--- config.mk ---
export PLATFORM = sky130hd
export DESIGN_NAME = three_phase_sine_pwm_duty
export DESIGN_NICKNAME = d
export VERILOG_FILES = /design/src/hdl/tpspd_pkg.sv /design/src/hdl/tpspd_ctrl.sv /design/src/hdl/tpspd_dpath.sv /design/src/hdl/three_phase_sine_pwm_duty.sv
export VERILOG_INCLUDE_DIRS = /design/src /design/src/hdl
export SDC_FILE = /design/constraint.sdc
export NUM_CORES = 2
export LEC_CHECK = 0
export ABC_AREA = 1
export BUFFER_PORTS_ARGS = -buffer_cell sky130_fd_sc_hd__buf_2
export CAP_MARGIN = 20
export CORE_ASPECT_RATIO = 1.25
export CORE_UTILIZATION = 45
export CTS_CLUSTER_SIZE = 28
export DETAILED_ROUTE_END_ITERATION = 8
export GPL_TIMING_DRIVEN = 0
export PLACE_DENSITY = 0.65
export SETUP_SLACK_MARGIN = 0.02
export SLEW_MARGIN = 20
export SYNTH_ARGS = -nofsm -noshare
export SYNTH_HDL_FRONTEND = slang
export SYNTH_SLANG_ARGS = --single-unit
--- constraint.sdc ---
create_clock -name clk -period 14.2 [get_ports clk]
set_input_delay 2.13 -clock clk [delete_from_list [all_inputs] [get_ports clk]]
set_output_delay 2.13 -clock clk [all_outputs]
set_load 0.005 [all_outputs]
--- src/hdl/three_phase_sine_pwm_duty_macros.svh ---
// assertion macros shared by the three-phase sine pwm duty modules
// expects a clock named clk and a synchronous active-high reset named rst in scope
`ifndef THREE_PHASE_SINE_PWM_DUTY_MACROS_SVH
`define THREE_PHASE_SINE_PWM_DUTY_MACROS_SVH

// same-cycle implication
`define TPSPD_ASSERT_IMP(lbl, ante, cons, msg) \
  lbl: assert property (@(posedge clk) disable iff (rst) (ante) |-> (cons)) \
    else $error(msg);

// next-cycle implication
`define TPSPD_ASSERT_NXT(lbl, ante, cons, msg) \
  lbl: assert property (@(posedge clk) disable iff (rst) (ante) |=> (cons)) \
    else $error(msg);

`endif

--- src/hdl/tpspd_pkg.sv ---
// types, constants and the fixed-point sine kernel for the three-phase sine pwm duty block
// no dependencies
`timescale 1ns / 1ps
`default_nettype none

package tpspd_pkg;

  localparam int ANGLE_W   = 32;
  localparam int ELAPSED_W = 16;
  localparam int DUTY_W    = 8;
  localparam int TICKS_W   = 8;
  localparam int CFG_IDX_W = 2;
  localparam int NUM_DUTY  = 6;

  // configuration register indexes
  localparam logic [CFG_IDX_W-1:0] REG_PWM_PERIOD = 2'd0;
  localparam logic [CFG_IDX_W-1:0] REG_PHASE_RATE = 2'd1;
  localparam logic [CFG_IDX_W-1:0] REG_LEAD_ANGLE = 2'd2;

  localparam logic [DUTY_W-1:0]    PERIOD_RESET = 8'd255;
  localparam logic [ANGLE_W-1:0]   RATE_RESET   = 32'd684;
  localparam logic [ANGLE_W-1:0]   LEAD_RESET   = 32'd0;

  // phase select codes
  localparam logic [1:0] PH_A = 2'd0;
  localparam logic [1:0] PH_B = 2'd1;
  localparam logic [1:0] PH_C = 2'd2;

  // one turn is 2^32
  localparam logic [ANGLE_W-1:0] THIRD_TURN     = 32'd1431655765;
  localparam logic [ANGLE_W-1:0] TWO_THIRD_TURN = 32'd2863311531;

  localparam logic [63:0] Q30_ONE     = 64'd1073741824;
  localparam logic [63:0] HALF_PI_Q30 = 64'd1686629713;

  typedef struct packed {
    logic       acc_elapsed; // add incoming ticks to elapsed count
    logic       do_mul;      // rate times elapsed
    logic       do_angle;    // trial angle
    logic       issue;       // start one phase lookup
    logic [1:0] sel;         // phase of the lookup
    logic       to_store;    // lookup result goes to the committed duties
    logic       do_cmp;      // compare trial against store, commit on change
    logic       load_out;    // load the output register
  } cmd_t;

  typedef struct packed {
    logic changed;           // some trial duty differs from the store
  } status_t;

  // sine of x quarter turns (Q30), taylor series in nested form, clamped to one
  function automatic logic [30:0] sine_q30(input logic [30:0] x);
    logic [63:0] z;
    logic [63:0] z2;
    logic [63:0] t;
    logic [63:0] s;
    z  = (64'(x) * HALF_PI_Q30) >> 30;
    z2 = (z * z) >> 30;
    t  = Q30_ONE;
    t  = Q30_ONE - (((z2 * t) >> 30) / 64'd110);
    t  = Q30_ONE - (((z2 * t) >> 30) / 64'd72);
    t  = Q30_ONE - (((z2 * t) >> 30) / 64'd42);
    t  = Q30_ONE - (((z2 * t) >> 30) / 64'd20);
    t  = Q30_ONE - (((z2 * t) >> 30) / 64'd6);
    s  = (z * t) >> 30;
    if (s > Q30_ONE) begin
      s = Q30_ONE;
    end
    return s[30:0];
  endfunction

endpackage

`default_nettype wire

--- src/hdl/tpspd_ctrl.sv ---
// controller state machine for the three-phase sine pwm duty block
// depends on tpspd_pkg and three_phase_sine_pwm_duty_macros.svh
`timescale 1ns / 1ps
`default_nettype none
`include "three_phase_sine_pwm_duty_macros.svh"

module tpspd_ctrl (
  input  wire logic               clk,
  input  wire logic               rst,
  input  wire logic               s_tvalid,
  output logic                    s_tready,
  output logic                    m_tvalid,
  input  wire logic               m_tready,
  input  wire tpspd_pkg::status_t status,
  output tpspd_pkg::cmd_t         cmd
);

  localparam logic [2:0] S_IDLE   = 3'd0;
  localparam logic [2:0] S_MUL    = 3'd1;
  localparam logic [2:0] S_ADD    = 3'd2;
  localparam logic [2:0] S_LOOK_T = 3'd3;
  localparam logic [2:0] S_CMP    = 3'd4;
  localparam logic [2:0] S_LOOK_C = 3'd5;
  localparam logic [2:0] S_DONE   = 3'd6;

  // three issues, then the lookup pipe drains
  localparam logic [2:0] LOOK_LAST = 3'd4;
  localparam logic [2:0] NUM_ISSUE = 3'd3;

  logic [2:0] state;
  logic [2:0] state_next;
  logic [2:0] cnt;
  logic [2:0] cnt_next;
  logic       out_free;

  assign s_tready = (state == S_IDLE);
  assign out_free = !m_tvalid || m_tready;

  always_comb begin
    state_next = state;
    cnt_next   = cnt;
    cmd        = '0;
    case (state)
      S_IDLE: begin
        if (s_tvalid) begin
          cmd.acc_elapsed = 1'b1;
          state_next      = S_MUL;
        end
      end
      S_MUL: begin
        cmd.do_mul = 1'b1;
        state_next = S_ADD;
      end
      S_ADD: begin
        cmd.do_angle = 1'b1;
        cnt_next     = '0;
        state_next   = S_LOOK_T;
      end
      S_LOOK_T, S_LOOK_C: begin
        cmd.issue    = (cnt < NUM_ISSUE);
        cmd.sel      = cnt[1:0];
        cmd.to_store = (state == S_LOOK_C);
        cnt_next     = cnt + 3'd1;
        if (cnt == LOOK_LAST) begin
          state_next = (state == S_LOOK_T) ? S_CMP : S_DONE;
        end
      end
      S_CMP: begin
        cmd.do_cmp = 1'b1;
        cnt_next   = '0;
        state_next = status.changed ? S_LOOK_C : S_DONE;
      end
      S_DONE: begin
        if (out_free) begin
          cmd.load_out = 1'b1;
          state_next   = S_IDLE;
        end
      end
      default: begin
        state_next = S_IDLE;
      end
    endcase
  end

  always_ff @(posedge clk) begin
    if (rst) begin
      state    <= S_IDLE;
      cnt      <= '0;
      m_tvalid <= 1'b0;
    end else begin
      state <= state_next;
      cnt   <= cnt_next;
      if (cmd.load_out) begin
        m_tvalid <= 1'b1;
      end else if (m_tready) begin
        m_tvalid <= 1'b0;
      end
    end
  end

  `TPSPD_ASSERT_NXT(a_accept_starts, s_tvalid && s_tready, state == S_MUL,
    "accepted transfer did not start the multiply step")
  `TPSPD_ASSERT_IMP(a_cnt_range, state == S_LOOK_T || state == S_LOOK_C, cnt <= LOOK_LAST,
    "lookup counter ran past the pipe drain")
  `TPSPD_ASSERT_IMP(a_out_from_done, $rose(m_tvalid), $past(state) == S_DONE,
    "result shown outside the done step")

endmodule

`default_nettype wire

--- src/hdl/tpspd_dpath.sv ---
// datapath: registers, elapsed count, angle, shared sine lookup pipe and duty store
// depends on tpspd_pkg and three_phase_sine_pwm_duty_macros.svh
`timescale 1ns / 1ps
`default_nettype none
`include "three_phase_sine_pwm_duty_macros.svh"

module tpspd_dpath #(
  parameter int SINE_TABLE_DEPTH = 1024,
  parameter int SINE_BITS        = 15
) (
  input  wire logic                                  clk,
  input  wire logic                                  rst,
  input  wire logic                                  cfg_we,
  input  wire logic [tpspd_pkg::CFG_IDX_W-1:0]       cfg_addr,
  input  wire logic [tpspd_pkg::ANGLE_W-1:0]         cfg_wdata,
  input  wire logic [tpspd_pkg::TICKS_W-1:0]         ticks,
  input  wire tpspd_pkg::cmd_t                       cmd,
  output tpspd_pkg::status_t                         status,
  output logic [tpspd_pkg::NUM_DUTY*tpspd_pkg::DUTY_W-1:0] out_duty,
  output logic                                       out_updated
);

  localparam int IDX_W   = $clog2(SINE_TABLE_DEPTH);
  localparam int QTR     = SINE_TABLE_DEPTH / 4;
  localparam int QIDX_W  = IDX_W - 1;               // holds 0..QTR
  localparam int QSHIFT  = 30 - (IDX_W - 2);
  localparam int MAG_W   = SINE_BITS + 1;
  localparam int ROM_W   = (QTR + 1) * MAG_W;
  localparam int DSUM_W  = SINE_BITS + 10;
  localparam int DUTY_BIAS = (49 * (2 ** SINE_BITS)) / 100;
  localparam int AW = tpspd_pkg::ANGLE_W;
  localparam int EW = tpspd_pkg::ELAPSED_W;
  localparam int DW = tpspd_pkg::DUTY_W;

  // quarter-wave magnitude table, SINE_BITS fraction bits
  function automatic logic [ROM_W-1:0] build_rom();
    logic [ROM_W-1:0] rom;
    logic [30:0]      s;
    logic [63:0]      m;
    rom = '0;
    for (int i = 0; i <= QTR; i++) begin
      s = tpspd_pkg::sine_q30(31'(i) << QSHIFT);
      m = (64'(s) + (64'd1 << (29 - SINE_BITS))) >> (30 - SINE_BITS);
      if (m > (64'd1 << SINE_BITS)) begin
        m = 64'd1 << SINE_BITS;
      end
      rom[i*MAG_W +: MAG_W] = MAG_W'(m);
    end
    return rom;
  endfunction

  localparam logic [ROM_W-1:0] SINE_ROM = build_rom();

  logic [DW-1:0] pwm_period;
  logic [AW-1:0] phase_rate;
  logic [AW-1:0] lead_angle;

  logic [AW-1:0] phase_accum;
  logic [EW-1:0] elapsed;
  logic [DW-1:0] duty_store [tpspd_pkg::NUM_DUTY];
  logic [DW-1:0] trial      [tpspd_pkg::NUM_DUTY];

  logic [AW-1:0] rate_prod;
  logic [AW-1:0] angle;
  logic [AW-1:0] commit_base;
  logic          updated;

  logic [EW:0]   esum;
  logic [47:0]   mul_full;

  // lookup pipe
  logic              v1;
  logic [1:0]        sel1;
  logic              st1;
  logic [IDX_W-1:0]  idx1;
  logic              v2;
  logic [1:0]        sel2;
  logic              st2;
  logic              neg2;
  logic [MAG_W-1:0]  mag2;

  logic [AW-1:0]     base;
  logic [AW-1:0]     offset;
  logic [AW-1:0]     look_angle;
  logic [QIDX_W-1:0] qoff;
  logic [QIDX_W-1:0] qidx;
  logic [DSUM_W-1:0] dsum;
  logic [DSUM_W-1:0] dshift;
  logic [DW-1:0]     dval;
  logic              diff;

  assign esum     = {1'b0, elapsed} + (EW+1)'(ticks);
  assign mul_full = 48'(phase_rate) * 48'(elapsed);

  always_comb begin
    case (cmd.sel)
      tpspd_pkg::PH_A: offset = '0;
      tpspd_pkg::PH_B: offset = tpspd_pkg::THIRD_TURN;
      tpspd_pkg::PH_C: offset = tpspd_pkg::TWO_THIRD_TURN;
      default:         offset = '0;
    endcase
  end

  assign base       = cmd.to_store ? commit_base : angle;
  assign look_angle = base + offset;

  // odd quadrants run the quarter table backwards
  assign qoff = {1'b0, idx1[IDX_W-3:0]};
  assign qidx = idx1[IDX_W-2] ? (QIDX_W'(QTR) - qoff) : qoff;

  assign dsum   = DSUM_W'(mag2) * DSUM_W'(pwm_period) + DSUM_W'(DUTY_BIAS);
  assign dshift = dsum >> SINE_BITS;
  assign dval   = (dshift > DSUM_W'(255)) ? 8'hFF : dshift[DW-1:0];

  always_comb begin
    diff = 1'b0;
    for (int i = 0; i < tpspd_pkg::NUM_DUTY; i++) begin
      if (trial[i] != duty_store[i]) begin
        diff = 1'b1;
      end
    end
  end
  assign status.changed = diff;

  always_ff @(posedge clk) begin
    if (rst) begin
      pwm_period  <= tpspd_pkg::PERIOD_RESET;
      phase_rate  <= tpspd_pkg::RATE_RESET;
      lead_angle  <= tpspd_pkg::LEAD_RESET;
      phase_accum <= '0;
      elapsed     <= '0;
      v1          <= 1'b0;
      v2          <= 1'b0;
      for (int i = 0; i < tpspd_pkg::NUM_DUTY; i++) begin
        duty_store[i] <= '0;
      end
    end else begin
      if (cfg_we) begin
        case (cfg_addr)
          tpspd_pkg::REG_PWM_PERIOD: pwm_period <= cfg_wdata[DW-1:0];
          tpspd_pkg::REG_PHASE_RATE: phase_rate <= cfg_wdata;
          tpspd_pkg::REG_LEAD_ANGLE: lead_angle <= cfg_wdata;
          default: ;
        endcase
      end
      if (cmd.acc_elapsed) begin
        elapsed <= esum[EW] ? {EW{1'b1}} : esum[EW-1:0];
      end
      if (cmd.do_cmp && diff) begin
        phase_accum <= angle;
        elapsed     <= '0;
      end
      v1 <= cmd.issue;
      v2 <= v1;
      if (v2 && st2) begin
        duty_store[{sel2, 1'b0}] <= (mag2 != '0 && !neg2) ? dval : '0;
        duty_store[{sel2, 1'b1}] <= (mag2 != '0 && neg2)  ? dval : '0;
      end
    end
  end

  always_ff @(posedge clk) begin
    if (cmd.do_mul) begin
      rate_prod <= mul_full[AW-1:0];
    end
    if (cmd.do_angle) begin
      angle <= phase_accum + rate_prod;
    end
    if (cmd.do_cmp) begin
      updated     <= diff;
      commit_base <= angle + lead_angle;
    end
    sel1 <= cmd.sel;
    st1  <= cmd.to_store;
    idx1 <= look_angle[AW-1 -: IDX_W];
    sel2 <= sel1;
    st2  <= st1;
    neg2 <= idx1[IDX_W-1];
    mag2 <= SINE_ROM[qidx*MAG_W +: MAG_W];
    if (v2 && !st2) begin
      trial[{sel2, 1'b0}] <= (mag2 != '0 && !neg2) ? dval : '0;
      trial[{sel2, 1'b1}] <= (mag2 != '0 && neg2)  ? dval : '0;
    end
    if (cmd.load_out) begin
      for (int i = 0; i < tpspd_pkg::NUM_DUTY; i++) begin
        out_duty[i*DW +: DW] <= duty_store[i];
      end
      out_updated <= updated;
    end
  end

  `TPSPD_ASSERT_NXT(a_commit_clears, cmd.do_cmp && diff, elapsed == '0,
    "elapsed count not cleared on commit")
  `TPSPD_ASSERT_IMP(a_pipe_order, v2, $past(v1),
    "lookup result without an issued address")
  `TPSPD_ASSERT_IMP(a_issue_order, v1, $past(cmd.issue),
    "lookup address without an issue")

endmodule

`default_nettype wire

--- src/hdl/three_phase_sine_pwm_duty.sv ---
// top level of the three-phase sine pwm duty generator
// depends on tpspd_pkg, tpspd_ctrl and tpspd_dpath
`timescale 1ns / 1ps
`default_nettype none

// Three-phase sinusoidal PWM duty generator. Each input transfer carries the
// timer ticks passed since the previous one; they are added to an elapsed
// count that saturates at 65535. A trial angle, the committed phase plus
// phase_rate times the elapsed count (one turn is 2^32, wrapping), is looked
// up at 0, +120 and +240 degrees in a quarter-wave sine table of
// SINE_TABLE_DEPTH/4+1 entries with SINE_BITS fraction bits, and each phase
// is split into a positive and a negative duty, round(|sine| * pwm_period)
// with a 0.49 count bias on the side of the sign and zero on the other. If
// any trial duty differs from the stored ones the phase advances to the trial
// angle, the elapsed count clears and the stored duties are recomputed at the
// new phase plus lead_angle; updated is then 1. Every input transfer yields
// exactly one output transfer with the stored duties. The steps are one
// multiply and one add for the angle, the shared lookup pipe for the trial
// duties (three phase issues, then draining the table read and duty
// multiply), one compare, a second lookup pass for the stored duties when
// they are recommitted, and one output load. The next input is accepted from
// the cycle after the output load. One item is in the datapath at a time; a
// finished result waits in the output register and the next input is
// accepted meanwhile. SINE_TABLE_DEPTH must be a power of two. The user must
// write registers only while no item is in flight; the block itself does not
// enforce this.
module three_phase_sine_pwm_duty #(
  parameter int SINE_TABLE_DEPTH = 1024,
  parameter int SINE_BITS        = 15
) (
  input  wire logic        clk,
  input  wire logic        rst,
  // configuration: 0 pwm_period, 1 phase_rate, 2 lead_angle
  input  wire logic        cfg_we,
  input  wire logic [1:0]  cfg_addr,
  input  wire logic [31:0] cfg_wdata,
  // input stream
  input  wire logic        s_tvalid,
  output logic             s_tready,
  input  wire logic [7:0]  s_tdata,   // [7:0] ticks_elapsed
  // result stream
  output logic             m_tvalid,
  input  wire logic        m_tready,
  output logic [47:0]      m_tdata,   // [7:0] duty_a_pos, [15:8] duty_a_neg,
                                      // [23:16] duty_b_pos, [31:24] duty_b_neg,
                                      // [39:32] duty_c_pos, [47:40] duty_c_neg
  output logic [0:0]       m_tuser    // [0] updated
);

  tpspd_pkg::cmd_t    cmd;
  tpspd_pkg::status_t status;
  logic               out_updated;

  // sequencing: accept, angle, trial lookups, compare, commit lookups, output
  tpspd_ctrl u_ctrl (
    .clk      (clk),
    .rst      (rst),
    .s_tvalid (s_tvalid),
    .s_tready (s_tready),
    .m_tvalid (m_tvalid),
    .m_tready (m_tready),
    .status   (status),
    .cmd      (cmd)
  );

  // registers, phase state, shared sine lookup and the duty store
  tpspd_dpath #(
    .SINE_TABLE_DEPTH (SINE_TABLE_DEPTH),
    .SINE_BITS        (SINE_BITS)
  ) u_dpath (
    .clk         (clk),
    .rst         (rst),
    .cfg_we      (cfg_we),
    .cfg_addr    (cfg_addr),
    .cfg_wdata   (cfg_wdata),
    .ticks       (s_tdata),
    .cmd         (cmd),
    .status      (status),
    .out_duty    (m_tdata),
    .out_updated (out_updated)
  );

  assign m_tuser = out_updated;

endmodule

`default_nettype wire
==> insert_results.sql <==
INSERT INTO impl_metrics (metric_group, metric, value, unit) VALUES
('run_status', 'run_status', 'complete, no violations', ''),
('timing', 'layout_setup_ws', '6.72', 'ns'),
('placed_design', 'dp_hpwl', '108', 'mm'),
('timing', 'worst_pin_slew', '1.10', 'ns'),
('synthesis', 'yosysUniqueCellTypes', '54', ''),
('layout', 'nets', '6075', ''),
('die', 'core_area', '87400', 'µm²'),
('cts', 'cts-htree-levels', '2', ''),
('detailed_routing', 'totalWireLength', '136', 'mm'),
('cts', 'cts_setup_buffers', '0', ''),
('global_routing', 'globalRoute.totalOverflow', '0', ''),
('placed_design', 'dp.cells', '6522', ''),
('cts', 'cts_tree', 'done', ''),
('critical_path', 'path_class', 'reg -> reg', ''),
('synthesis', 'synth_nets', '5920', ''),
('global_routing', 'first_pass_grt_wire_length', '207', 'mm'),
('timing', 'post-route-min-period', '7.48', 'ns'),
('placed_design', 'place.gp.congestion', '1.07', ''),
('cts', 'cts-resized-gates', '0', ''),
('critical_path', 'critPathRequiredTime', '14.55', 'ns'),
('layout', 'commonest_cells_after_routing_fill_and_taps_aside', '1438 x sky130_fd_sc_hd__nand2_1, 971 x sky130_fd_sc_hd__inv_1, 393 x sky130_fd_sc_hd__fa_1, 379 x sky130_fd_sc_hd__nor2_1, 289 x sky130_fd_sc_hd__nand3_1', ''),
('synthesis', 'synth.avg_cell_area', '7.58', 'µm²'),
('cts', 'ctsLongestPathBuffers', '3', ''),
('cts', 'clk_transition_reported_paths', '0.06', 'ns'),
('synthesis', 'async_reset_ff_share', '0', '%'),
('power', 'power.leakage', '0.0216', 'µW'),
('timing', 'setup_viol_count_final', '0', ''),
('timing', 'maxClockFrequency', '0.134', 'GHz'),
('critical_path', 'critical_path.endpoint_type', 'register', ''),
('synthesis', 'post_synth_main_area_contributors', 'sky130_fd_sc_hd__fa_1 20%, sky130_fd_sc_hd__edfxtp_1 18%, sky130_fd_sc_hd__nand2_1 14%', ''),
('power', 'p_total', '10200', 'µW'),
('layout', 'final_cell_count_no_fill', '6600', ''),
('detailed_routing', 'postRouteAntennaNets', '0', ''),
('timing', 'layout_worst_path_cycle_share', '52.7', '%'),
('global_routing', 'antenna_violations_before_repair', '0', ''),
('timing', 'slew_headroom', '25.9', '%'),
('critical_path', 'timing.critical_path.fanout_max', '10', ''),
('critical_path', 'cp_cell_sequence', 'clkbuf_1, buf_1, nand2_1, fa_1, inv_1, fa_1, inv_1, fa_1, inv_1, fa_1, inv_1, fa_1, inv_1, fa_1, ha_1, nand4_1, nor3_1, nand4_1, nand3_1, a21o_1, nand2_1, nand3_1, nand2_1', ''),
('power', 'pwr_density_cell', '234', 'nW/µm²'),
('global_routing', 'first_global_vias', '35281', ''),
('critical_path', 'worstSetupStartpointType', 'register', ''),
('critical_path', 'cp_slowest_cell', 'sky130_fd_sc_hd__clkbuf_1', ''),
('layout', 'nFillCells', '8660', ''),
('synthesis', 'mappedNetlistArea', '39800', 'µm²'),
('placed_design', 'place.port_buffers', '96', ''),
('run', 'timing.max_cap.violations', '0', ''),
('synthesis', 'synth_top_cell_by_area', 'sky130_fd_sc_hd__fa_1', ''),
('global_routing', 'track_usage', '30.8', '%'),
('critical_path', 'cpPeakStageDelay', '0.74', 'ns'),
('timing', 'final_tns_setup', '0', 'ns'),
('layout', 'area.growth.synth_to_final', '9.14', '%'),
('detailed_routing', 'routed-via-count', '35547', ''),
('cts', 'number_of_buffers_added_to_fix_hold_violations_after_cts', '0', ''),
('die', 'fp.dieH', '334', 'µm'),
('cts', 'worst_skew_pair.late_latency', '0.62', 'ns'),
('die', 'num_io_pins', '98', ''),
('power', 'max-vdd-ir-drop', '479', 'µV'),
('timing', 'slew_violations', '0', ''),
('cts', 'clock_sinks', '404', ''),
('critical_path', 'critical_path.most_common_cell', 'sky130_fd_sc_hd__fa_1', ''),
('timing', 'grt_setup_unrepaired', 'false', ''),
('synthesis', 'count_of_yosys_warnings_during_synthesis', '0', ''),
('timing', 'fin_worst_skew', '0.0328', 'ns'),
('detailed_routing', 'drtPass1Iterations', '6', ''),
('die', 'initial_utilization', '45.5', '%'),
('placed_design', 'detailedPlace.worstSlack', '6.91', 'ns'),
('detailed_routing', 'post_drt_wl_per_cell', '20.6', 'µm'),
('detailed_routing', 'vias_per_std_cell', '5.39', ''),
('synthesis', 'post_synthesis_sequential_area_ratio', '26.4', '%'),
('timing', 'finalHoldViolCount', '0', ''),
('synthesis', 'yosys_register_bits', '404', '');
[path summary, 6_finish.rpt]
check | start | endpoint | slack (ns) | depth (start not counted)
max | u_dpath.elapsed[3] | u_dpath.rate_prod[26] | 6.72 | 23
min | u_dpath.idx1[9] | u_dpath.neg2 | 0.33 | 0
max reg2reg | u_dpath.elapsed[3] | u_dpath.rate_prod[26] | 6.72 | 23
min reg2reg | u_dpath.idx1[9] | u_dpath.neg2 | 0.33 | 0
[worst max-delay path: cells and delay by family (launching register included)]
family | cells | cell delay, ns
and+or+nand+nor | 8 | 1.41
AOI/OAI and AO/OA | 1 | 0.18
adders and majority gates | 7 | 3.46
buffers and inverters | 7 | 1.64
DFF | 1 | 0.53
[logic make-up after synthesis]
family / after synthesis / share of synthesized area [%]
multiplexers: 1 / 0.0252
AO/OA/AOI/OAI: 610 / 8.43
adder cells (fa/ha/maj): 628 / 27.2
XOR/XNOR: 156 / 3.44
AND/OR/NAND/NOR: 2243 / 22.9
buffers and inverters: 1203 / 11.6
flip-flops: 404 / 26.4
[where the power goes]
group | leakage, µW | switching, µW | internal [µW] | total (µW)
clock | 0.000740 | 501 | 716 | 1220
sequential | 0.00360 | 53.1 | 1680 | 1730
combinational | 0.0173 | 4760 | 2450 | 7210
total | 0.0216 | 5310 | 4840 | 10200
[per-stage QoR]
stage	util (%)	cell area, µm²	hold WS (ns)
global route	49.7	43400	0.343
CTS	49.7	43400	0.330
detailed placement	48.0	41900	0.315
floorplan	-	39800	0.310
finish	49.7	43400	0.331
global placement	47.7	41700	0.313
[layer usage]
layer | global-route usage [%] | vias up | routed length, µm
li1 | - | 16626 | -
met1 | 37.4 | 17027 | 52800
met2 | 52.3 | 1485 | 64900
met3 | 4.48 | 409 | 9440
met4 | 16.8 | 0 | 8580
met5 | 0 | - | 0
[Yosys cell counts, types with 6 or more instances]
| cell type | instances |
|---|---|
| sky130_fd_sc_hd__a21boi_0 | 10 |
| sky130_fd_sc_hd__a21o_1 | 26 |
| sky130_fd_sc_hd__a21oi_1 | 260 |
| sky130_fd_sc_hd__a31oi_1 | 19 |
| sky130_fd_sc_hd__buf_1 | 9 |
| sky130_fd_sc_hd__buf_2 | 33 |
| sky130_fd_sc_hd__buf_4 | 8 |
| sky130_fd_sc_hd__clkbuf_1 | 163 |
| sky130_fd_sc_hd__dfxtp_1 | 162 |
| sky130_fd_sc_hd__edfxtp_1 | 242 |
| sky130_fd_sc_hd__fa_1 | 393 |
| sky130_fd_sc_hd__ha_1 | 235 |
| sky130_fd_sc_hd__inv_1 | 971 |
| sky130_fd_sc_hd__inv_2 | 12 |
| sky130_fd_sc_hd__nand2_1 | 1438 |
| sky130_fd_sc_hd__nand3_1 | 289 |
| sky130_fd_sc_hd__nand3b_1 | 13 |
| sky130_fd_sc_hd__nand4_1 | 37 |
| sky130_fd_sc_hd__nor2_1 | 382 |
| sky130_fd_sc_hd__nor3_1 | 46 |
| sky130_fd_sc_hd__nor4_1 | 12 |
| sky130_fd_sc_hd__o211ai_1 | 14 |
| sky130_fd_sc_hd__o21a_1 | 6 |
| sky130_fd_sc_hd__o21ai_0 | 212 |
| sky130_fd_sc_hd__o21ai_1 | 19 |
| sky130_fd_sc_hd__o21bai_1 | 16 |
| sky130_fd_sc_hd__xnor2_1 | 64 |
| sky130_fd_sc_hd__xor2_1 | 92 |
[final cells by class]
class | instances | area (µm²) | area share (%)
antenna | 1 | 2.50 | 0.00577
buffer | 217 | 916 | 2.11
clock buffer | 59 | 1260 | 2.91
clock inverter | 18 | 245 | 0.565
inverter | 986 | 3700 | 8.53
multi-input combinational | 3638 | 24700 | 56.9
sequential | 404 | 10500 | 24.2
tap | 1168 | 1460 | 3.37
timing repair buffer | 109 | 616 | 1.42
[sequential cells by signal (all words and copies together), names as in the netlist, 2 cells and up]
signal / cells
u_ctrl.state: 3
u_dpath.duty_store: 48
u_dpath.rate_prod: 32
u_dpath.elapsed: 16
u_dpath.lead_angle: 32
u_dpath.angle: 32
u_dpath.mag2: 16
u_dpath.phase_rate: 32
u_dpath.pwm_period: 8
u_dpath.trial: 48
u_dpath.sel2: 2
u_ctrl.cnt: 3
u_dpath.commit_base: 32
u_dpath.sel1: 2
u_dpath.idx1: 10
u_dpath.phase_accum: 32
u_dpath.out_duty: 48
Power figures use the tool's default switching activity.
